### src/mvta_pkg.sv
// Shared types, constants and saturation helpers for the tangent accumulator.
`default_nettype none

package mvta_pkg;

   // Default sizes handed to the top level.
   localparam int MAX_VERTICES_DEF = 64;
   localparam int FRAC_BITS_DEF = 16;

   // Fixed field widths.
   localparam int IDX_W = 6;
   localparam int WORD_W = 32;
   localparam int SUM_W = 48;

   // Divider sizing: magnitude width of operands, working width, quotient width.
   localparam int DIV_NW = 56;
   localparam int DIV_DW = DIV_NW + 32;
   localparam int DIV_QW = 31;

   // Request actions.
   localparam logic [1:0] ACT_LOAD = 2'd0;
   localparam logic [1:0] ACT_TRI = 2'd1;
   localparam logic [1:0] ACT_FIN = 2'd2;

   typedef struct packed {
      logic [1:0] action;
      logic signed [WORD_W-1:0] pos_x;
      logic signed [WORD_W-1:0] pos_y;
      logic signed [WORD_W-1:0] pos_z;
      logic signed [WORD_W-1:0] nrm_x;
      logic signed [WORD_W-1:0] nrm_y;
      logic signed [WORD_W-1:0] nrm_z;
      logic signed [WORD_W-1:0] tex_u;
      logic signed [WORD_W-1:0] tex_v;
      logic [IDX_W-1:0] corner_a;
      logic [IDX_W-1:0] corner_b;
      logic [IDX_W-1:0] corner_c;
   } req_type;

   typedef struct packed {
      logic [IDX_W-1:0] vertex_index;
      logic signed [WORD_W-1:0] tan_x;
      logic signed [WORD_W-1:0] tan_y;
      logic signed [WORD_W-1:0] tan_z;
      logic fault_seen;
      logic last;
   } rsp_type;

   // One vertex entry of the vertex memory.
   typedef struct packed {
      logic signed [WORD_W-1:0] pos_x;
      logic signed [WORD_W-1:0] pos_y;
      logic signed [WORD_W-1:0] pos_z;
      logic signed [WORD_W-1:0] nrm_x;
      logic signed [WORD_W-1:0] nrm_y;
      logic signed [WORD_W-1:0] nrm_z;
      logic signed [WORD_W-1:0] tex_u;
      logic signed [WORD_W-1:0] tex_v;
   } vtx_type;

   // One entry of the tangent sum memory.
   typedef struct packed {
      logic signed [SUM_W-1:0] x;
      logic signed [SUM_W-1:0] y;
      logic signed [SUM_W-1:0] z;
   } sum_type;

   // Clamp a wide signed value to 32 bits.
   function automatic logic signed [WORD_W-1:0] sat32(input logic signed [65:0] x);
      logic in_range;
      in_range = (x[65:31] == '0) || (x[65:31] == '1);
      if (in_range) begin
         return x[WORD_W-1:0];
      end else if (x[65]) begin
         return {1'b1, {(WORD_W-1){1'b0}}};
      end else begin
         return {1'b0, {(WORD_W-1){1'b1}}};
      end
   endfunction

   // Clamp a 49-bit sum to 48 bits.
   function automatic logic signed [SUM_W-1:0] sat48(input logic signed [SUM_W:0] x);
      if (x[SUM_W] == x[SUM_W-1]) begin
         return x[SUM_W-1:0];
      end else if (x[SUM_W]) begin
         return {1'b1, {(SUM_W-1){1'b0}}};
      end else begin
         return {1'b0, {(SUM_W-1){1'b1}}};
      end
   endfunction

endpackage

`default_nettype wire

### src/mvta_ram.sv
// Simple dual-port synchronous memory with a registered read port.
`default_nettype none

module mvta_ram #(
   parameter int WIDTH = mvta_pkg::WORD_W,
   parameter int DEPTH = mvta_pkg::MAX_VERTICES_DEF
) (
   input  wire logic                     clock,
   input  wire logic                     wr_en,
   input  wire logic [$clog2(DEPTH)-1:0] wr_addr,
   input  wire logic [WIDTH-1:0]         wr_data,
   input  wire logic                     rd_en,
   input  wire logic [$clog2(DEPTH)-1:0] rd_addr,
   output logic      [WIDTH-1:0]         rd_data
);

   logic [WIDTH-1:0] mem_ff [DEPTH];
   logic [WIDTH-1:0] rd_data_ff;

   // Write and registered read.
   always_ff @(posedge clock) begin
      if (wr_en) begin
         mem_ff[wr_addr] <= wr_data;
      end
      if (rd_en) begin
         rd_data_ff <= mem_ff[rd_addr];
      end
   end

   assign rd_data = rd_data_ff;

endmodule

`default_nettype wire

### config.mk
export PLATFORM = sky130hd
export DESIGN_NAME = mvta_ram
export DESIGN_NICKNAME = d
export VERILOG_FILES = /design/src/mvta_pkg.sv /design/src/mvta_ram.sv
export SDC_FILE = /design/constraint.sdc
export NUM_CORES = 2
export LEC_CHECK = 0
export BUFFER_PORTS_ARGS = -buffer_cell sky130_fd_sc_hd__buf_2
export CAP_MARGIN = 0
export CORE_ASPECT_RATIO = 1.1
export CORE_MARGIN = 2
export CORE_UTILIZATION = 49
export DETAILED_ROUTE_END_ITERATION = 16
export PLACE_DENSITY = 0.76
export SYNTH_ARGS = -nofsm -noshare
export SYNTH_HDL_FRONTEND = slang
export SYNTH_SLANG_ARGS = --single-unit
### constraint.sdc
create_clock -name clock -period 6.72 [get_ports clock]
set_input_delay 1.344 -clock clock [delete_from_list [all_inputs] [get_ports clock]]
set_output_delay 1.344 -clock clock [all_outputs]
set_load 0.02 [all_outputs]
== Word-level counts from Yosys, hierarchy flattened ==
Memories as Yosys holds them, arrays and structs flattened. A register that Yosys moved wholly into a read port is not among the register bits.
Index checks and enable logic that the tools add are counted.

* Output and inout port bits: 32
* Input port bits: 47
* RAM bits: 2,048
* Memories: 1
* Register bits: 0
* Word-level logic and storage cells: 3

{| class="wikitable"
|+ Memory list
! name !! depth !! width !! rd ports !! clocked after Yosys merged registers in !! wr ports !! line !! source
|-
| mem_ff || 64 || 32 || 1 || 1 || 1 || mvta_ram.sv:17 || <nowiki>logic [WIDTH-1:0] mem_ff [DEPTH];</nowiki>
|}

* Mux-type cells: 2

{| class="wikitable"
|+ Operators with widths
! kind !! count
|-
| $mux W1 || 2
|}

== Longest topological paths before layout ==
* Depth in word-level cells: 2
* Depth in mapped cells: 10
* Mapped depth without buffers: 5

== Worst setup path after synthesis ==
Ideal clock, no wire load.

* Path type: input to register
* Start: in wr_addr[3]
* End: mem mem_ff[48][0] (netlist bit), enable pin
* Arrival time: 4,043 ps
* Slack: 2,216 ps
* Stages: 4
* Buffers on the path: 1
* Path through: clkbuf_1 nor2b_1 nand4b_1 nor3_1

{| class="wikitable"
|+ RTL lines
! item !! line !! source
|-
| start, declared || mvta_ram.sv:10 || <nowiki>input wire logic [$clog2(DEPTH)-1:0] wr_addr,</nowiki>
|-
| end, declared || mvta_ram.sv:17 ||
|}

No word-level cell before the write port.

==> flow_summary.ini <==
[outcome]
status = finished, final reports clean

[logic_synthesis]
synth_edf_count = 2080
synthTopCellsByArea = edfxtp_1 79%, mux4_2 16%, mux2i_1 1.2%
ys_warn_count = 0
synth_common_cells = 2,080 x edfxtp_1, 544 x mux4_2, 137 x nor2_1
ys_ff_latch = 2080
yosys.area.top_type_share = 0.792
postSynthAreaPerCell_um2 = 23.7
synth_cell_types = 33
synth_seq_area_share = 0.792
synthArstFlopShare = 0
syn-num-nets = 3371
synth_most_common_cell = edfxtp_1
synthCells = 3324
ys.flop_type = edfxtp_1
syn_area_um2 = 78800
synth_area_leader_cell = edfxtp_1

[power_and_ir_drop]
seqPwrFrac = 0.560
swShare = 0.212
clkPwrFrac = 0.387
ir_drop_mv = 0.298
p_int_w = 0.0203
finalPower_w = 0.0258
p_leak_nw = 27.1
p_per_area_nw_per_um2 = 293
p_comb_frac = 0.052
p_switching_w = 0.00546

[global_routing]
grt_max_degree = 98
grt_use_total = 0.250
grt_pass1_vias = 37700
grt_remaining_overflow = 0
grt_pass1_wl_um = 287000
grt_antenna_before_repair = 21

[critical_path]
cp.required_ps = 7250
reg2reg_from = mem_ff[59][23]
crit_slowest_cell = buf_4
worst_ep_arrival_time_ps = 4850
start_kind = primary input
cp-startpoint = rd_addr[1]
crit_chain = buf_8 -> buf_4 -> buf_4 -> mux4_2 -> mux4_2 -> o22ai_1 -> nor2_1
reg2reg_depth = 4
path_class = primary input to register
cp-end-kind = register
critPathMaxFanout = 67
cp_slowest_stage_delay_ps = 810

[clocking]
cts-root-buf = clkbuf_16
htreeDepth = 4
cts_buffer_depth = 3
clk-insertion-delay-late_ps = 820
cts-resized-gates = 0
cts_tree = built
postCtsSetupBuffers = 0
clk_pin_slew_ps = 60
cts_inserted_buffers = 180
clock-sinks = 2080
hold_buffers = 0

[sta]
slew_violations = 0
slew_headroom = 0.132
finalCritPeriodShare = 0.643
worst_pin_slew_ps = 1300
worst_slack_ps = 2400
finalSetupTns_ps = 0
hold_viol_final = 0
fin_crit_ps = 4320
setup_viol_count_final = 0
rsz0062_at_grt = false
clock.fmax_mhz = 232
hold_slack_ps = 892
fin_skew_ps = 28.7

[die]
fp.dieH_um = 425
ios = 79
rows = 154
dieWidth_um = 386
core_um2 = 160000
die-area_um2 = 164000
start_util = 0.493

[layout]
multi_input_comb_area_um2 = 16000
syn2layout_area_growth_pct = 11.9
fin_nets = 3576
final-instance-count-excl-fill = 5792
drive_above_1_share = 0.289
fill_cells = 11300
seq_area_um2 = 62500

[placed_design]
dpl.cell_count = 5453
gp_congestion = 0.834
dp_hpwl_um = 108000
place_ws_ps = 1660
port_buffers = 78

[hold_path]
holdPathStages = 4
min-delay-path-class = register to register
hold_start = mem_ff[12][17]

[routing]
vias = 37900
dr.pass1.iters = 5
avgRoutedWirePerCell_um = 35.2
routed_via_density = 6.55
drtAntennaViolNets = 0
wl_um = 204000
drc = 0
drt_iter0_drc = 6626

[job]
max_cap_viol_count = 0
[routing by layer]
metal	vias up	routed length, µm	GRT usage
li1	14700	-	-
met1	20000	69700	0.332
met2	2809	98900	0.401
met3	408	26800	0.0635
met4	20	8240	0.0956
met5	-	139	0
[cell type report]
type / count / area share
clock inverters: 99 / 0.00980
well taps: 2106 / 0.0299
flip-flops and latches: 2080 / 0.708
repair buffers: 205 / 0.0167
multi-input cells: 1062 / 0.181
diodes: 10 / 0.000284
clock buffers: 230 / 0.0539
[worst max-delay path: cells and delay by family]
family	cells	cell delay (ps)
buf+inv	3	1730
mux	2	890
compound gates	1	640
simple gates	1	140
[power by group through the flow]
| stage | clock, W | combinational (W) | sequential (W) |
|---|---|---|---|
| floorplan | 0 | 0.000699 | 0.0147 |
| global placement | 0 | 0.00130 | 0.0147 |
| detailed placement | 0 | 0.00133 | 0.0147 |
| CTS | 0.0101 | 0.00134 | 0.0145 |
| finish | 0.0100 | 0.00135 | 0.0145 |
| global route | 0.0105 | 0.00140 | 0.0145 |
[kinds of logic (layout without fill, tap and decap cells)]
| logic type | after synthesis | in the layout | synth area share |
|---|---|---|---|
| compound gates | 202 | 202 | 0.0167 |
| buf+inv | 182 | 534 | 0.0112 |
| flops | 2080 | 2080 | 0.792 |
| mux | 637 | 637 | 0.167 |
| other cells | 0 | 10 | 0 |
| simple gates | 223 | 223 | 0.0126 |
[registers in the layout (all words and copies together), names as in the netlist]
name,cells
mem_ff,2048
rd_data,32
[cells in the final DEF (no fill, tap or decap), drive strengths merged]
cell	count
edfxtp	2080
mux4	544
clkbuf	230
buf	205
nor2	137
mux2i	93
o22ai	84
clkinv	76
a21oi	62
o221ai	27
nand2	26
nor2b	15
a22oi	12
bufinv	12
diode	10
nand2b	8
a311oi	8
clkinvlp	7
nor3	7
nand3b	5
nand3	5
or3b	5
and3	4
a41o	4
o32ai	4
inv	4
or3	3
or2	3
and2	2
nand4	2
a31oi	1
nand4b	1
[per-stage QoR]
step | area [µm²] | utilization
finish | 88200 | 0.551
global placement | 82500 | 0.516
global route | 88200 | 0.551
CTS | 88200 | 0.551
floorplan | 78800 | -
detailed placement | 82500 | 0.516
[final timing paths]
| check | to | slack, ps |
|---|---|---|
| setup / recovery | rd_data[12] | 2400 |
| hold / removal | rd_data[17] | 890 |
| setup reg to reg | rd_data[23] | 4200 |
| hold reg to reg | rd_data[17] | 890 |
Note: power is estimated with default switching activity, not from simulation.
