`config.mk`:
```
export PLATFORM = sky130hd
export DESIGN_NAME = mvta_div
export DESIGN_NICKNAME = d
export VERILOG_FILES = /design/src/mvta_pkg.sv /design/src/mvta_div.sv
export SDC_FILE = /design/constraint.sdc
export NUM_CORES = 1
export LEC_CHECK = 0
export ABC_AREA = 1
export ABC_CLOCK_PERIOD_IN_PS = 9400
export CORE_AREA = 2 2 239 241
export DETAILED_ROUTE_END_ITERATION = 8
export DIE_AREA = 0 0 241 243
export DONT_BUFFER_PORTS = 1
export GPL_TIMING_DRIVEN = 1
export PLACE_DENSITY = 0.43
export SETUP_SLACK_MARGIN = 0.1
export SLEW_MARGIN = 20
export SYNTH_ARGS = -nofsm -noshare
export SYNTH_HDL_FRONTEND = slang
export SYNTH_SLANG_ARGS = --single-unit
```
`constraint.sdc`:
```
create_clock -name clock -period 9.4 [get_ports clock]
set_clock_uncertainty 0.15 [all_clocks]
set_input_delay 0.47 -clock clock [delete_from_list [all_inputs] [get_ports clock]]
set_output_delay 0.47 -clock clock [all_outputs]
set_load 0.05 [all_outputs]
```
`src/mvta_pkg.sv`:
```
// Shared types, constants and saturation helpers for the tangent accumulator.
`default_nettype none

package mvta_pkg;

   // Default sizes handed to the top level.
   localparam int MAX_VERTICES_DEF = 64;
   localparam int FRAC_BITS_DEF = 16;

   // Fixed field widths.
   localparam int IDX_W = 6;
   localparam int WORD_W = 32;
   localparam int SUM_W = 48;

   // Divider sizing: magnitude width of operands, working width, quotient width.
   localparam int DIV_NW = 56;
   localparam int DIV_DW = DIV_NW + 32;
   localparam int DIV_QW = 31;

   // Request actions.
   localparam logic [1:0] ACT_LOAD = 2'd0;
   localparam logic [1:0] ACT_TRI = 2'd1;
   localparam logic [1:0] ACT_FIN = 2'd2;

   typedef struct packed {
      logic [1:0] action;
      logic signed [WORD_W-1:0] pos_x;
      logic signed [WORD_W-1:0] pos_y;
      logic signed [WORD_W-1:0] pos_z;
      logic signed [WORD_W-1:0] nrm_x;
      logic signed [WORD_W-1:0] nrm_y;
      logic signed [WORD_W-1:0] nrm_z;
      logic signed [WORD_W-1:0] tex_u;
      logic signed [WORD_W-1:0] tex_v;
      logic [IDX_W-1:0] corner_a;
      logic [IDX_W-1:0] corner_b;
      logic [IDX_W-1:0] corner_c;
   } req_type;

   typedef struct packed {
      logic [IDX_W-1:0] vertex_index;
      logic signed [WORD_W-1:0] tan_x;
      logic signed [WORD_W-1:0] tan_y;
      logic signed [WORD_W-1:0] tan_z;
      logic fault_seen;
      logic last;
   } rsp_type;

   // One vertex entry of the vertex memory.
   typedef struct packed {
      logic signed [WORD_W-1:0] pos_x;
      logic signed [WORD_W-1:0] pos_y;
      logic signed [WORD_W-1:0] pos_z;
      logic signed [WORD_W-1:0] nrm_x;
      logic signed [WORD_W-1:0] nrm_y;
      logic signed [WORD_W-1:0] nrm_z;
      logic signed [WORD_W-1:0] tex_u;
      logic signed [WORD_W-1:0] tex_v;
   } vtx_type;

   // One entry of the tangent sum memory.
   typedef struct packed {
      logic signed [SUM_W-1:0] x;
      logic signed [SUM_W-1:0] y;
      logic signed [SUM_W-1:0] z;
   } sum_type;

   // Clamp a wide signed value to 32 bits.
   function automatic logic signed [WORD_W-1:0] sat32(input logic signed [65:0] x);
      logic in_range;
      in_range = (x[65:31] == '0) || (x[65:31] == '1);
      if (in_range) begin
         return x[WORD_W-1:0];
      end else if (x[65]) begin
         return {1'b1, {(WORD_W-1){1'b0}}};
      end else begin
         return {1'b0, {(WORD_W-1){1'b1}}};
      end
   endfunction

   // Clamp a 49-bit sum to 48 bits.
   function automatic logic signed [SUM_W-1:0] sat48(input logic signed [SUM_W:0] x);
      if (x[SUM_W] == x[SUM_W-1]) begin
         return x[SUM_W-1:0];
      end else if (x[SUM_W]) begin
         return {1'b1, {(SUM_W-1){1'b0}}};
      end else begin
         return {1'b0, {(SUM_W-1){1'b1}}};
      end
   endfunction

endpackage

`default_nettype wire

```
`src/mvta_div.sv`:
```
// Restoring fixed-point divider: quotient of num * 2^FRAC_BITS / den with overflow flag.
`default_nettype none

module mvta_div #(
   parameter int FRAC_BITS = mvta_pkg::FRAC_BITS_DEF
) (
   input  wire logic                          clock,
   input  wire logic                          reset,
   input  wire logic                          start,
   input  wire logic [mvta_pkg::DIV_NW-1:0]   num,
   input  wire logic [mvta_pkg::DIV_NW-1:0]   den,
   output logic                               done,
   output logic      [mvta_pkg::DIV_QW-1:0]   quo,
   output logic                               sat
);

   localparam int DW = mvta_pkg::DIV_DW;
   localparam int QW = mvta_pkg::DIV_QW;

   localparam logic [1:0] D_IDLE = 2'd0;
   localparam logic [1:0] D_CHK = 2'd1;
   localparam logic [1:0] D_RUN = 2'd2;

   logic [1:0]    dstate_ff, dstate_in;
   logic [4:0]    cnt_ff, cnt_in;
   logic          done_ff, done_in;
   logic [DW-1:0] rem_ff, rem_in;
   logic [DW-1:0] dvs_ff, dvs_in;
   logic [QW-1:0] quo_ff, quo_in;
   logic          sat_ff, sat_in;
   logic          ge;

   assign ge = rem_ff >= dvs_ff;

   // One quotient bit per cycle after an overflow check.
   always_comb begin
      dstate_in = dstate_ff;
      cnt_in = cnt_ff;
      done_in = 1'b0;
      rem_in = rem_ff;
      dvs_in = dvs_ff;
      quo_in = quo_ff;
      sat_in = sat_ff;
      case (dstate_ff)
         D_IDLE: begin
            if (start) begin
               rem_in = DW'(num) << FRAC_BITS;
               dvs_in = DW'(den) << QW;
               dstate_in = D_CHK;
            end
         end
         D_CHK: begin
            if (ge) begin
               sat_in = 1'b1;
               done_in = 1'b1;
               dstate_in = D_IDLE;
            end else begin
               sat_in = 1'b0;
               quo_in = '0;
               dvs_in = dvs_ff >> 1;
               cnt_in = '0;
               dstate_in = D_RUN;
            end
         end
         D_RUN: begin
            if (ge) begin
               rem_in = rem_ff - dvs_ff;
            end
            quo_in = {quo_ff[QW-2:0], ge};
            dvs_in = dvs_ff >> 1;
            cnt_in = cnt_ff + 5'd1;
            if (cnt_ff == 5'(QW - 1)) begin
               done_in = 1'b1;
               dstate_in = D_IDLE;
            end
         end
         default: begin
            dstate_in = D_IDLE;
         end
      endcase
   end

   always_ff @(posedge clock) begin
      if (reset) begin
         dstate_ff <= D_IDLE;
         cnt_ff <= '0;
         done_ff <= 1'b0;
      end else begin
         dstate_ff <= dstate_in;
         cnt_ff <= cnt_in;
         done_ff <= done_in;
      end
   end

   always_ff @(posedge clock) begin
      rem_ff <= rem_in;
      dvs_ff <= dvs_in;
      quo_ff <= quo_in;
      sat_ff <= sat_in;
   end

   assign done = done_ff;
   assign quo = quo_ff;
   assign sat = sat_ff;

endmodule

`default_nettype wire

```
* Word level (Yosys, flattened, before mapping) *
Index checks and enable logic that the tools add are counted.

word-level totals
  register bits = 216
  input bits = 115
  output and inout port bits = 33
  logic and storage cells = 42

operators by class
  order comparisons = 1
  add/subtract/negate cells = 2
  eq/ne operators = 7
  mux-type cells = 17
  reductions and logical operators = 8

operators with widths
  kind                 number
  $mux 88              4
  $pmux 88 s3          1
  $pmux 88 s2          1
  $ge 88x88->1         1
  $sub 88x88->88       1
  $pmux 31 s2          1
  $mux 31              1
  $pmux 5 s2           1
  $ne 2x2->1 const B   4
  $mux 2               3
  $pmux 2 s3           1
  $reduce_and 3->1     2
  $add 5x1->5 const B  1
  $eq 5x5->1 const B   1
  $mux 5               1
  $reduce_and 2->1     2
  $reduce_bool 2->1    2
  $reduce_bool 3->1    1
  $eq 2x1->1 const B   1
  $eq 2x2->1 const B   1
  $logic_not 2->1      1
  $mux 1               2
  $pmux 1 s2           1

* Longest topological paths before layout *
  depth after elaboration = 3
  mapped depth = 18
  depth with buffers taken out = 18

* Worst setup path after synthesis *
No wires, ideal clock.

  kind = register -> register
  start point = reg rem_ff[69]
  end point = reg dvs_ff[0] (enable)
  required time = 8.689 ns
  cell stages (with the launch flop) = 13
  library setup time = 0.561 ns
  clock period less this slack = 6.538 ns
  arrival time = 5.827 ns
  path slack = 2.862 ns
  path through = edfxtp_1 ha_1 nand2_2 inv_2 nand2_4 inv_1 a21oi_2 nand2_1 nand2_1 nand3_2 nor2_2 nand3_4 a21oi_1

between the ends
  word-level cells in the longest chain between the ends = 3

ends and longest elaborated chain
  what                        line            text
  start, declared             mvta_div.sv:27  logic [DW-1:0] rem_ff, rem_in;
  start signal, assigned      mvta_div.sv:96  rem_ff <= rem_in;
  $ge 88x88->1                mvta_div.sv:33  assign ge = rem_ff >= dvs_ff;
  $ne 2x2->1 (no line)        --
  $reduce_and 3->1 (no line)  --
  end signal, assigned        mvta_div.sv:97  dvs_ff <= dvs_in;
  end, declared               mvta_div.sv:28  logic [DW-1:0] dvs_ff, dvs_in;

No other way between the ends.
A chain may end at the register's enable or synchronous reset.

* Final worst setup path *
  start point = reg dvs_ff[0]
  end point = reg rem_ff[84] (enable)

between the ends
  word-level cells in the longest chain between the ends = 3

ends and longest elaborated chain
  what                        line            text
  $ge 88x88->1                mvta_div.sv:33
  net ge                      mvta_div.sv:31  logic ge;
  $ne 2x2->1 (no line)        --
  $reduce_and 3->1 (no line)  --

The timed path passes the listed nets, and every way through them passes these cells.

==> out/qor.txt <==
Cells after synthesis: 2344
Reg2Reg Depth: 16
Number of diodes: 0
Netlist cell types: 50
Final setup fails: 0
Multi-input gate area: 0.00847 mm²
Commonest non-fill, non-tap cell in the layout: nand2_1
Post-Synth Simple-Gate Area: 28.6%
Synth Area in Compound Gates: 14.0%
CTS tree: yes
Seq/Total Area, Yosys: 38.4%
Die area: 0.0586 mm²
Max_slew headroom: 34.8%
Vias per cell: 4.82
Vias in the first global route: 15700
Placeable Area: 0.0560 mm²
Post-layout worst setup margin: 5.20 ns
Leak: 8.54 nW
GRT Overall Usage: 21.9%
Post-synthesis xor/xnor area fraction: 1.11%
Post-synth design cell area: 0.0166 mm²
Layout area overhead: 16.2%
Slew at the pin closest to its max-slew limit: 0.978 ns
Min-Delay Path Class: primary input to register
Final std cell area, no fill: 0.0193 mm²
R2R setup slack: 5.20 ns
Slew Limit Fails: 0
Initial antenna violation count: 0
Final Total Pwr: 7.18 mW
Largest family of logic cells by synthesized area: simple AND/OR/NAND/NOR gates
Type of origin of the critical path: register
Primary FF master, synth: edfxtp_1
Hold path startpoint: num[20]
Commonest non-fill, non-tap cells in the layout: nand2_1 (552), inv_1 (422), nor2_1 (330), a21oi_1 (226), edfxtp_1 (207)
CTS Buf Count: 26
Starting density of the core: 29.7%
Global-route wire length before repair: 96500 µm
PortBufs: 0
Critical Path Sink Type: register
WL per Instance: 20.1 µm
Mapped Nets: 2552
Layout cell share with drive strength beyond 1: 6.22%
Post-CTS Setup Inserts: 0
Layout Utilization: 34.5%
Avg Cell Area, Syn: 7.09 µm²
Worst vdd ir: 143 µV
Hold depth: 2
Crit path DAT: 4.24 ns
DR vias: 15500
Crit-path slowest cell: buf_4
# clock sinks: 215
CP Class: register to register
Status: finished clean
Finished Layout Cells: 3216
Crit path cell chain: ha_1 > fa_1 > inv_1 > nand2_1 > nand2_1 > nand3_1 > nand2_2 > nand2_1 > nand3_2 > nand2_2 > nand3_4 > nand2_4 > nand2_2 > o21ai_0 > clkinv_2 > buf_4
DP HPWL: 53300 µm
Synth Area in Adders: 7.05%
Pwr Density: 372 mW/mm²
Dpl cells: 3070
Clock-pin slew on the worst setup and hold paths: 0.06 ns
Synth warnings: 0
# resized after CTS: 0
Clock Path Buffers: 3
Final wirelength: 64600 µm
GPL Wtd Cong: 0.958
Max cap viols: 0
Post-synth EDFFs: 207
Htree depth: 1
Die width: 241 µm
Final Net Count: 2649
Worst skew pair latency: 0.57 ns
Largest net degree at the start of global routing: 86
Fmax: 238 MHz
Worst hold margin: 0.0182 ns
Filler instances: 6206
Fin crit share: 44.6%
Reg area: 0.00638 mm²
Antenna-violating nets left: 0
Clk root buf: clkbuf_16
Multiplexer share of the synthesized area: 0%
Placed cell areas: 0.0175 mm²
Max stage delay on crit path: 0.62 ns
Die H: 243 µm
Synthesized flop and latch total: 215
Fin crit period: 4.20 ns
Row Count: 87
RSZ-0062 raised after global routing: no
Reg2Reg Capture Point: rem_ff[84]
1st-pass router iterations: 5
Fraction of registers with async set/reset: 0%
R2R Path Start: dvs_ff[0]
Setup TNS: 0 ns
Total gr overflow: 0
DRC violations left: 0
Top Ports: 148
Hold Vio Cnt, Final: 0
Setup Slack @ Placement: 5.14 ns
Drt initial violations: 1202
Crit path max fanout: 45
Endpoint, Worst Hold: rem_ff[36]
CP Data Required Time: 9.44 ns
==> critical path, delay by kind of cell (launching register included) <==
family	cells	cell delay [ns]
buffers and inverters	3	1.34
AOI/OAI and AO/OA	1	0.10
adders and majority gates	2	0.65
and+or+nand+nor	10	1.10
DFF	1	0.37
==> repair_timing <==
item / 4_1_cts / 5_1_grt
hold buffers: 99 / 0
endpoints found under the setup margin: 0 / 0
endpoints found under the hold margin: 105 / 0
==> synthesized netlist by cell type, types with 3 or more instances <==
master	instances	share of area, %
o21ai_0	115	3.5
ha_1	92	6.9
nand2_1	552	12
a31oi_1	12	0.45
nand2_2	31	1.2
a21oi_2	5	0.26
a21oi_1	227	6.8
nor3_1	13	0.39
nor2_4	5	0.34
o21bai_1	17	0.77
a21boi_0	5	0.23
nor4_1	3	0.11
nand3_1	96	2.9
dfxtp_1	8	0.96
nand4_1	22	0.83
nand2_4	5	0.34
nor3_2	4	0.24
inv_2	20	0.45
inv_1	424	9.6
xnor2_1	15	0.79
clkbuf_1	33	0.75
nor2_2	15	0.57
edfxtp_1	207	37
or2_2	5	0.19
nand3b_1	11	0.50
nor2_1	330	7.5
xor2_1	6	0.32
o21a_1	12	0.54
o21ai_1	14	0.42
nand3_2	5	0.30
a21o_1	7	0.32
==> worst max path at each step <==
stage | start | end | cells past startpoint
CTS | dvs_ff[0] | rem_ff[87] | 16
detailed placement | dvs_ff[0] | rem_ff[87] | 16
global route | rem_ff[0] | rem_ff[85] | 17
floorplan | rem_ff[69] | dvs_ff[0] | 12
global placement | dvs_ff[0] | rem_ff[84] | 16
finish | dvs_ff[0] | rem_ff[84] | 16
==> registers in the layout, summed over array words and instances, names as in the netlist <==
name,cells
cnt_ff,5
done,1
dstate_ff,2
dvs_ff,87
quo,31
rem_ff,88
sat,1
==> metal layers <==
metal / global-route usage, % / vias up / part of all wire (%)
met5: 0 / - / 0
met4: 5.68 / 0 / 2.6
met3: 2.59 / 77 / 4.6
met2: 36.2 / 344 / 46
met1: 30.2 / 7351 / 47
li1: - / 7744 / -
==> cell families after synthesis <==
family / Yosys count
compound gates: 426
flops: 215
buf+inv: 480
fa+ha+maj: 93
simple gates: 1109
xor+xnor: 21
==> report_power, final <==
part	switching, mW	internal, mW
clock network	0.422	0.560
logic	3.18	1.22
registers	0.248	1.54
total	3.85	3.32
==> area by class of cell <==
type,count,area share [%]
multi-input combinational,1649,43.9
sequential,215,33.0
inverter,444,8.64
timing repair buffer,105,5.37
tap,756,4.90
clock buffer,31,3.47
clock inverter,16,0.707
No activity file was read; power rests on OpenSTA's default activity.
