File: config.mk
export PLATFORM = sky130hd
export DESIGN_NAME = mvta_sqrt
export DESIGN_NICKNAME = d
export VERILOG_FILES = /design/src/mvta_sqrt.sv
export SDC_FILE = /design/constraint.sdc
export NUM_CORES = 1
export LEC_CHECK = 0
export BUFFER_PORTS_ARGS = -buffer_cell sky130_fd_sc_hd__buf_2
export CAP_MARGIN = 20
export CORE_ASPECT_RATIO = 2
export CORE_UTILIZATION = 30
export DETAILED_ROUTE_END_ITERATION = 7
export SLEW_MARGIN = 20
export SYNTH_ARGS = -nofsm -noshare
export SYNTH_HDL_FRONTEND = slang
export SYNTH_SLANG_ARGS = --single-unit
File: constraint.sdc
create_clock -name clock -period 18.54 [get_ports clock]
set_input_delay 2.781 -clock clock [delete_from_list [all_inputs] [get_ports clock]]
set_output_delay 2.781 -clock clock [all_outputs]
set_load 0.02 [all_outputs]
File: src/mvta_sqrt.sv
// Digit-by-digit integer square root of a 64-bit value, one result bit per cycle.
`default_nettype none

module mvta_sqrt (
   input  wire logic        clock,
   input  wire logic        reset,
   input  wire logic        start,
   input  wire logic [63:0] radicand,
   output logic             done,
   output logic      [31:0] root
);

   logic        run_ff, run_in;
   logic [4:0]  cnt_ff, cnt_in;
   logic        done_ff, done_in;
   logic [63:0] rem_ff, rem_in;
   logic [63:0] res_ff, res_in;
   logic [63:0] bit_ff, bit_in;
   logic [63:0] trial;
   logic        ge;

   assign trial = res_ff + bit_ff;
   assign ge = rem_ff >= trial;

   // Thirty-two steps, from the top bit pair down.
   always_comb begin
      run_in = run_ff;
      cnt_in = cnt_ff;
      done_in = 1'b0;
      rem_in = rem_ff;
      res_in = res_ff;
      bit_in = bit_ff;
      if (!run_ff) begin
         if (start) begin
            rem_in = radicand;
            res_in = '0;
            bit_in = 64'h4000_0000_0000_0000;
            cnt_in = '0;
            run_in = 1'b1;
         end
      end else begin
         if (ge) begin
            rem_in = rem_ff - trial;
            res_in = (res_ff >> 1) + bit_ff;
         end else begin
            res_in = res_ff >> 1;
         end
         bit_in = bit_ff >> 2;
         cnt_in = cnt_ff + 5'd1;
         if (cnt_ff == 5'd31) begin
            run_in = 1'b0;
            done_in = 1'b1;
         end
      end
   end

   always_ff @(posedge clock) begin
      if (reset) begin
         run_ff <= 1'b0;
         cnt_ff <= '0;
         done_ff <= 1'b0;
      end else begin
         run_ff <= run_in;
         cnt_ff <= cnt_in;
         done_ff <= done_in;
      end
   end

   always_ff @(posedge clock) begin
      rem_ff <= rem_in;
      res_ff <= res_in;
      bit_ff <= bit_in;
   end

   assign done = done_ff;
   assign root = res_ff[31:0];

endmodule

`default_nettype wire

# Yosys cells after proc, flatten, opt, wreduce, memory -nomap -nowiden
# Cells that the tools add are included.
[totals]
reg_bits = 167
in_bits = 67
[op_classes]
addsub = 4
magnitude_cmp = 1
n_eq_ne = 2
n_mux = 14
n_bitwise = 1
n_reduce_logical = 3
[op_table]
columns = ["operator", "count"]
rows = [
  ["two-way mux 64 bit", 6],
  ["two-way mux 61 bit", 2],
  ["adder 63 x 63 -> 64 bit", 1],
  ["adder 64 x 63 -> 64 bit", 1],
  ["greater-or-equal comparator 64 bit", 1],
  ["subtractor 64 bit", 1],
  ["two-way mux 5 bit", 2],
  ["adder 5 x 1 -> 5 bit, second input constant", 1],
  ["== test 5 bit, second input constant", 1],
  ["two-way mux 1 bit", 4],
  ["inequality test 2 x 1 -> 1 bit, second input constant", 1],
  ["AND reduction 2 bit", 1],
  ["nonzero test 2 bit", 1],
  ["OR reduction 2 bit", 1],
  ["inverter 1 bit", 1],
]

# Depth between registers and ports, before layout
# Gate-level depths: netlist (run 1).
[logic_depth]
word_depth = 4
ltp_mapped = 27
mapped_depth_nobuf = 23

# Least setup slack after synthesis (run 1)
# OpenSTA, ideal clock, no wires.
[synth_path]
kind = "register to register"
startpoint = "register res_ff[8]"
endpoint = "register rem_ff[0], enable pin"
setup_time_ns = 0.507
arrival_ns = 7.870
required_ns = 18.033
slack_ns = 10.163
path_stages_with_launch = 21
n_path_buf = 4
cell_sequence = "edfxtp_1 > ha_1 > a31o_2 > a311oi_1 > o21ai_0 > a21oi_1 > o221a_2 > o31a_1 > a21oi_1 > o31a_1 > xnor2_1 > ha_1 > clkbuf_1 > nand4_1 > or4_1 > a2111oi_4 > nor3_1 > buf_6 > buf_2 > buf_2 > a21oi_1"
[synth_via]
elab_chain_cells = 4
[synth_lines]
columns = ["item", "line_no", "text"]
rows = [
  ["start, declared", "17", "logic [63:0] res_ff, res_in;"],
  ["start signal, assigned", "71", "res_ff <= res_in;"],
  ["adder 64 x 63 -> 64 bit", "22", "assign trial = res_ff + bit_ff;"],
  ["greater-or-equal comparator 64 bit", "23", "assign ge = rem_ff >= trial;"],
  ["inequality test 2 x 1 -> 1 bit (no source line)", "-", ""],
  ["AND reduction 2 bit (no source line)", "-", ""],
  ["end signal, assigned", "70", "rem_ff <= rem_in;"],
  ["end, declared", "16", "logic [63:0] rem_ff, rem_in;"],
]
# No other way between the ends.
# A chain may end at the register's enable or synchronous reset.

# Worst setup path after layout (run 1)
[layout_path]
startpoint = "register res_ff[8]"
endpoint = "register rem_ff[41], enable pin"
# Same word-level chain as after synthesis.

==> results.md, run 1 <==
- Status: finished, final reports clean
- Post-synthesis compound-gate area fraction: 22.6%
- Via density: 5.68
- Synth area leaders: edfxtp_1 (31%), ha_1 (11%), a21oi_1 (4.9%)
- Number of antenna violations at the first check in global routing: 0
- Synth warn: 0
- Num rows: 118
- Final period util: 38.1%
- Number of buffers added on ports: 99
- Largest net degree at the start of global routing: 68
- Number of global-route vias before repair: 14700
- Synth unique cells: 77
- Layout cells sized above 1: 12.2%
- Final TNS setup: 0 ns
- GRT busiest layer: met2
- Starting density of the core: 30.2%
- Final Max Slew Viols: 0
- Remaining antenna violation count: 0
- Syn nets: 1979
- Yosys top cell area share: 30.6%
- Met1 usage: 17.4%
- Worst slew margin: 32.8%
- Synth Instances: 1779
- Clock Skews: 0.0117 ns
- Clk_lat worst skew: 0.48 ns
- Final hold violation count: 0
- Arr. time, crit path: 7.15 ns
- Final net count: 1999
- Crit Path Max Fanout: 64
- Cell taking the most area after synthesis: edfxtp_1
- WL final: 53.6 mm
- EDFF count, synth: 159
- Final setup viols: 0
- Total grt overflow: 0
- Largest family of logic cells by synthesized area: compound AO/OA/AOI/OAI gates
- Reg clk slew, reported paths: 0.08 ns
- Hold WS: 0.505 ns
- Design Area, Final: 17100 sq um
- Chip width: 163 um
- Post-CTS Resized: 0
- Avg WL per Cell: 21.6 um
- Buf/Inv on CP: 1
- CP peak stage delay: 0.95 ns
- Async SR Flop Fraction: 0%
- Leakage: 6.41 nW
- Most frequent cells in the layout: nand2_1 (164), edfxtp_1 (159), a21oi_1 (151), nor2_1 (132), ha_1 (132)
- Max-Cap Viols: 0
- Worst r2r path cells: 19
- Number of hold buffers added after CTS: 0
- XOR/XNOR Fraction of Synth Area: 8.58%
- Leading cell type in the layout, fill and taps excluded: nand2_1
- Crit path required time: 18.63 ns
- Most frequent CP cell: ha_1
- Synth Area in Adders: 10.7%
- Cell family with most CP delay: compound AO/OA/AOI/OAI gates
- Total track usage: 20.3%
- Cell count along the critical path: 19
- Setup crit end kind: register
- Die height: 325 um
- DIE AREA: 53100 sq um
- Post-CTS setup repair buffer count: 0
- Tightest Pin Transition: 1.01 ns
- Seq/Total Area, Yosys: 31.6%
- R2R Setup Slk: 11.48 ns
- Synthesized cell area: 15600 sq um
- Core ar.: 51700 sq um
- Max Freq: 0.142 GHz
- Startpoint Class: register
- Pre-antenna DRT Iters: 6
- Crit path to: rem_ff[41]
- DR vias: 14100
- Post-synthesis mux area share: 3.94%
- Worst reg2reg endpoint: rem_ff[41]
- Clock root cell: clkbuf_16
- Met2 Usage GRT: 39.8%
- CTS HTree Levels: 4
- Post-synthesis simple-gate area fraction: 18.2%
- R2r startpoint: res_ff[8]
- Met3 Use GR: 3.37%
- CTS tree: yes
- First DRT Iteration DRCs: 916
- First-pass GRT wire length: 81.6 mm
- Worst min-delay path class: reg -> reg
- Clk sinks: 167
- Clock Path Buffers: 2
- Area Overhead vs Synth: 9.37%
- Synth Area per Inst: 8.78 sq um
- Cell breakdown of the critical path: ha_1 > a31o_2 > a311oi_1 > o21ai_0 > a21o_1 > a21oi_1 > o21a_1 > o211ai_1 > a31oi_1 > nor2b_1 > xnor2_1 > ha_1 > nand2_1 > nor2_1 > nand3_1 > a2111oi_4 > nor3_2 > a21oi_4 > buf_4
- RSZ-0062 raised after global routing: no
- Ports: 100
- Pwr dens: 157 nW/um^2
- GPL Wtd Cong: 0.954
- Core Util, Final: 33.1%
- CP startpoint: res_ff[8]
- Area after DPL: 16500 sq um
- Synth Flop Type: edfxtp_1
- Number of synthesized register bits: 167
- Crit-path slowest cell: a2111oi_4
- Drc violations: 0
- Min Tclk post-route: 7.06 ns
- Total CTS buffers: 17
- Half-perimeter wire length after placement: 42.3 mm
- Peak VDD IR: 0.0000776 V
- Kind of critical path: reg -> reg
-- routing by layer --
metal / routed length, um / vias to the layer above
li1: - / 6697
met1: 17200 / 6762
met2: 29800 / 421
met3: 2210 / 172
met4: 4370 / 0
met5: 0 / -
-- power by group --
group | leakage, nW | switching [W] | internal (W)
Combinational | 4.39 | 0.00102 | 0.000625
Clock | 0.299 | 0.000177 | 0.000203
Sequential | 1.72 | 0.000112 | 0.000558
-- cell type report --
| cell class | instances | area (sq um) |
|---|---|---|
| Antenna cell | 4 | 10.0 |
| Clock buffer | 23 | 522 |
| Clock inverter | 9 | 76.3 |
| Fill cell | 5437 | 34600 |
| Inverter | 38 | 144 |
| Multi-Input combinational cell | 1469 | 10000 |
| Sequential cell | 167 | 4940 |
| Tap cell | 660 | 826 |
| Timing Repair Buffer | 106 | 548 |
-- Yosys cell counts, drive strengths merged, types with 7 or more instances --
cell	number
nand4	51
xnor2	74
xor2	79
a21oi	152
mux2	52
buf	47
a31oi	61
nand3	30
clkbuf	58
or4	7
dfxtp	8
or3	30
nor2	132
nand2b	14
or2	7
o21bai	28
o31ai	21
and3	15
o21a	12
nor3	27
nor4	8
o211ai	13
nor3b	7
a31o	13
a211oi	23
nor2b	23
a311oi	7
nand2	165
ha	132
edfxtp	159
a21o	53
and2	46
inv	37
o21ai	116
-- registers in the layout, indices dropped and copies added, names as in the netlist --
register and flops:
cnt_ff 5, done 1, res_ff 64, run_ff 1, bit_ff 32, rem_ff 64
-- worst min-delay path by stage --
stage / from / end / slack, ns / cells after the start
floorplan: cnt_ff[3] / cnt_ff[3] / 0.43 / 1
global placement: cnt_ff[3] / cnt_ff[3] / 0.47 / 1
detailed placement: cnt_ff[3] / cnt_ff[3] / 0.49 / 1
CTS: cnt_ff[3] / cnt_ff[3] / 0.50 / 1
global route: cnt_ff[3] / cnt_ff[3] / 0.55 / 1
finish: cnt_ff[3] / cnt_ff[3] / 0.50 / 1
-- logic make-up after synthesis --
logic type / count (synthesis)
AO/OA/AOI/OAI: 552
XOR/XNOR: 153
adder cells (fa/ha/maj): 133
buffers and inverters: 143
flip-flops: 167
multiplexers: 55
AND/OR/NAND/NOR: 576
-- metrics by stage --
| stage | power, W | std cells | setup slack (ns) |
|---|---|---|---|
| 2_1_floorplan | 0.00185 | 1779 | 10.16 |
| 3_5_place_dp | 0.00230 | 2440 | 11.41 |
| 5_1_grt | 0.00287 | 2472 | 11.08 |
| 4_1_cts | 0.00269 | 2472 | 11.36 |
| 3_3_place_gp | 0.00229 | 2440 | 11.47 |
| 6_report | 0.00269 | 2476 | 11.48 |
No activity file was read; power rests on OpenSTA's default activity.
==> inputs of run 2 (changes only) <==
- ABC_AREA: not set -> 1
- clock period: 18.54 -> 6.9 ns (I/O delays scaled with it)
==> run 2 against run 1 <==
  * Final area is 33% higher
  * Register-to-register slack got worse by 11 ns
  * Combinational power rose to 3.7 times the previous value
  * Worst setup slack worse by 11 ns
  * Cell count increased by 83%
  * Die area increased by 34%
  * Sequential power grew to 2.8 times the previous value
  * Synthesized cell count grew 100%
==> results.md, run 2 <==
- Status: finished, final reports clean
- First DRT Iteration DRCs: 1648
- Most frequent cells in the layout: nand2_1 (1306), inv_1 (611), nor2_1 (413), nand3_1 (247), a21oi_1 (162)
- Synth warn: 0
- Final hold violation count: 0
- Final period util: 86.7%
- Synth top cells by count: nand2_1 (1307), inv_1 (612), nor2_1 (413)
- Pre-antenna DRT Iters: 5
- Tightest Pin Transition: 1.03 ns
- Chip width: 189 um
- Half-perimeter wire length after placement: 79.9 mm
- Design Area, Final: 22700 sq um
- Seq/Total Area, Yosys: 23.6%
- Peak VDD IR: 0.000233 V
- Reg clk slew, reported paths: 0.07 ns
- Buf/Inv on CP: 3
- Async SR Flop Fraction: 0%
- Clock root cell: clkbuf_16
- Total track usage: 27.5%
- Cells after DPL: 4503
- Area after DPL: 22200 sq um
- WL final: 98.0 mm
- Total CTS buffers: 17
- Area Overhead vs Synth: 8.57%
- Cell with the most instances after synthesis: nand2_1
- Synthesized cell area: 20900 sq um
- Number of antenna violations at the first check in global routing: 0
- Post-CTS Resized: 0
- Crit-path slowest cell: nand2_2
- Synth Instances: 3584
- Yosys top cell area share: 23.4%
- DR vias: 22800
- Synth Area per Inst: 5.84 sq um
- Final setup viols: 0
- Max Freq: 0.167 GHz
- Synth Flop Type: edfxtp_1
- Remaining antenna violation count: 0
- Starting density of the core: 30.4%
- Most frequent CP cell: nand2_1
- Avg WL per Cell: 21.6 um
- Final net count: 3825
- Syn nets: 3784
- RSZ-0062 raised after global routing: no
- Pwr dens: 392 nW/um^2
- Crit Path Max Fanout: 23
- Num rows: 136
- Synth area leaders: nand2_1 (23%), edfxtp_1 (23%), inv_1 (11%)
- Clock Skews: 0.0173 ns
- Leading cell type in the layout, fill and taps excluded: nand2_1
- Layout cells sized above 1: 4.76%
- Largest regs: rem_ff: 64 flops, res_ff: 64 flops, bit_ff: 32 flops
- Cell breakdown of the critical path: ha_1 > nand2_1 > o21ai_0 > nand2_1 > o21ai_0 > inv_1 > nand2_1 > nand4_1 > nand3_1 > nand2_1 > ha_1 > nand2_1 > nor2_2 > nand3_1 > nor2_1 > inv_2 > nor2_2 > nor2_8 > nand2_8 > nand2_2 > nand2_2 > buf_12
- CTS tree: yes
- Crit path required time: 7.10 ns
- Clk_lat worst skew: 0.50 ns
- Worst min-delay path class: reg -> reg
- Number of synthesized register bits: 167
- Total grt overflow: 0
- Kind of critical path: reg -> reg
- Setup crit end kind: register
- Clk sinks: 167
- Min Tclk post-route: 5.98 ns
- Number of hold buffers added after CTS: 0
- Arr. time, crit path: 6.18 ns
- Post-CTS setup repair buffer count: 0
- First-pass GRT wire length: 141 mm
- Clock Path Buffers: 2
- GPL Wtd Cong: 1.05
- R2R Setup Slk: 0.92 ns
- CP peak stage delay: 0.60 ns
- Post-Layout Cell Count: 4535
- DIE AREA: 70900 sq um
- Largest net degree at the start of global routing: 82
- Ports: 100
- Cell family with most CP delay: simple AND/OR/NAND/NOR gates
- EDFF count, synth: 159
- Cell taking the most area after synthesis: nand2_1
- Max-Cap Viols: 0
- Startpoint Class: register
- Synth unique cells: 44
- Pwr Total: 0.00892 W
- Worst slew margin: 31.5%
- Filler Cell Count: 7851
- Final TNS setup: 0 ns
- Number of global-route vias before repair: 23300
- Number of buffers added on ports: 99
- Final Max Slew Viols: 0
- CTS HTree Levels: 4
- Via density: 5.04
- Core ar.: 68900 sq um
- Die height: 376 um
- Drc violations: 0
- Leakage: 11.5 nW
run 2: changes by cell type after synthesis, sizes merged, moves of 23 or more:
cell and change:
nand3 +218, o21ai +27, inv +586, nor2b -23, nand2 +1148, mux2 -52
clkbuf -31, xor2 -24, a31oi -61, or3 -30, nand3b +31, nor2 +288
a21o -46, and2 -38
run 2: worst paths after layout:
kind | cells after the start | to | start
worst max-delay path | 22 | rem_ff[10] | res_ff[14]
worst min-delay path | 1 | cnt_ff[3] | cnt_ff[3]
worst max register to register | 22 | rem_ff[10] | res_ff[14]
worst min register to register | 1 | cnt_ff[3] | cnt_ff[3]
run 2: stage by stage:
step                      utilization (%)  hold WS (ns)  setup slack (ns)
after floorplan                         -         0.425              1.90
after global placement               32.1         0.447              1.19
after detailed placement             32.1         0.455              1.15
after CTS                            33.0         0.469              1.14
after global routing                 33.0         0.496             0.627
final                                33.0         0.465             0.920
run 2: area by class of cell:
class	instances	area, sq um	share of cell area (%)
clock inverters	14	158	0.693
clock buffers	17	425	1.87
multi-input cells	2708	13200	57.9
repair buffers	108	588	2.59
flip-flops and latches	167	4940	21.7
inverters	623	2350	10.3
well taps	897	1120	4.94
diodes	1	2.50	0.0110
run 2: worst register-to-register path: stages (launching register included):
cell	delay [ns]
edfxtp_1	0.54
ha_1	0.44
nand2_1	0.11
o21ai_0	0.38
nand2_1	0.12
o21ai_0	0.41
inv_1	0.08
nand2_1	0.30
nand4_1	0.41
nand3_1	0.21
nand2_1	0.08
ha_1	0.43
nand2_1	0.17
nor2_2	0.16
nand3_1	0.11
nor2_1	0.15
inv_2	0.07
nor2_2	0.21
nor2_8	0.06
nand2_8	0.17
nand2_2	0.17
nand2_2	0.60
buf_12	0.28
run 2: metal layers:
metal  track usage, %  wire length, um  vias up  share of wire, %
met5                0                0        -                 0
met4             25.3            10000        0                10
met3             3.27             3570      344               3.6
met2             53.5            52700      732                54
met1             24.0            31700    10500                32
li1                 -                -    11300                 -
run 2: cell families after synthesis:
family                   count (synthesis)  share of synthesized area [%]
AO/OA/AOI/OAI                          352                           9.01
XOR/XNOR                               111                           4.64
adder cells (fa/ha/maj)                133                           7.98
buffers and inverters                  709                           13.6
flip-flops                             167                           23.6
AND/OR/NAND/NOR                       2112                           41.2
run 2: where the power goes:
part,internal (W),switching [W],total [W]
combinational,0.00187,0.00414,0.00601
clock,0.000540,0.000518,0.00106
sequential,0.00148,0.000373,0.00186
total,0.00390,0.00503,0.00892
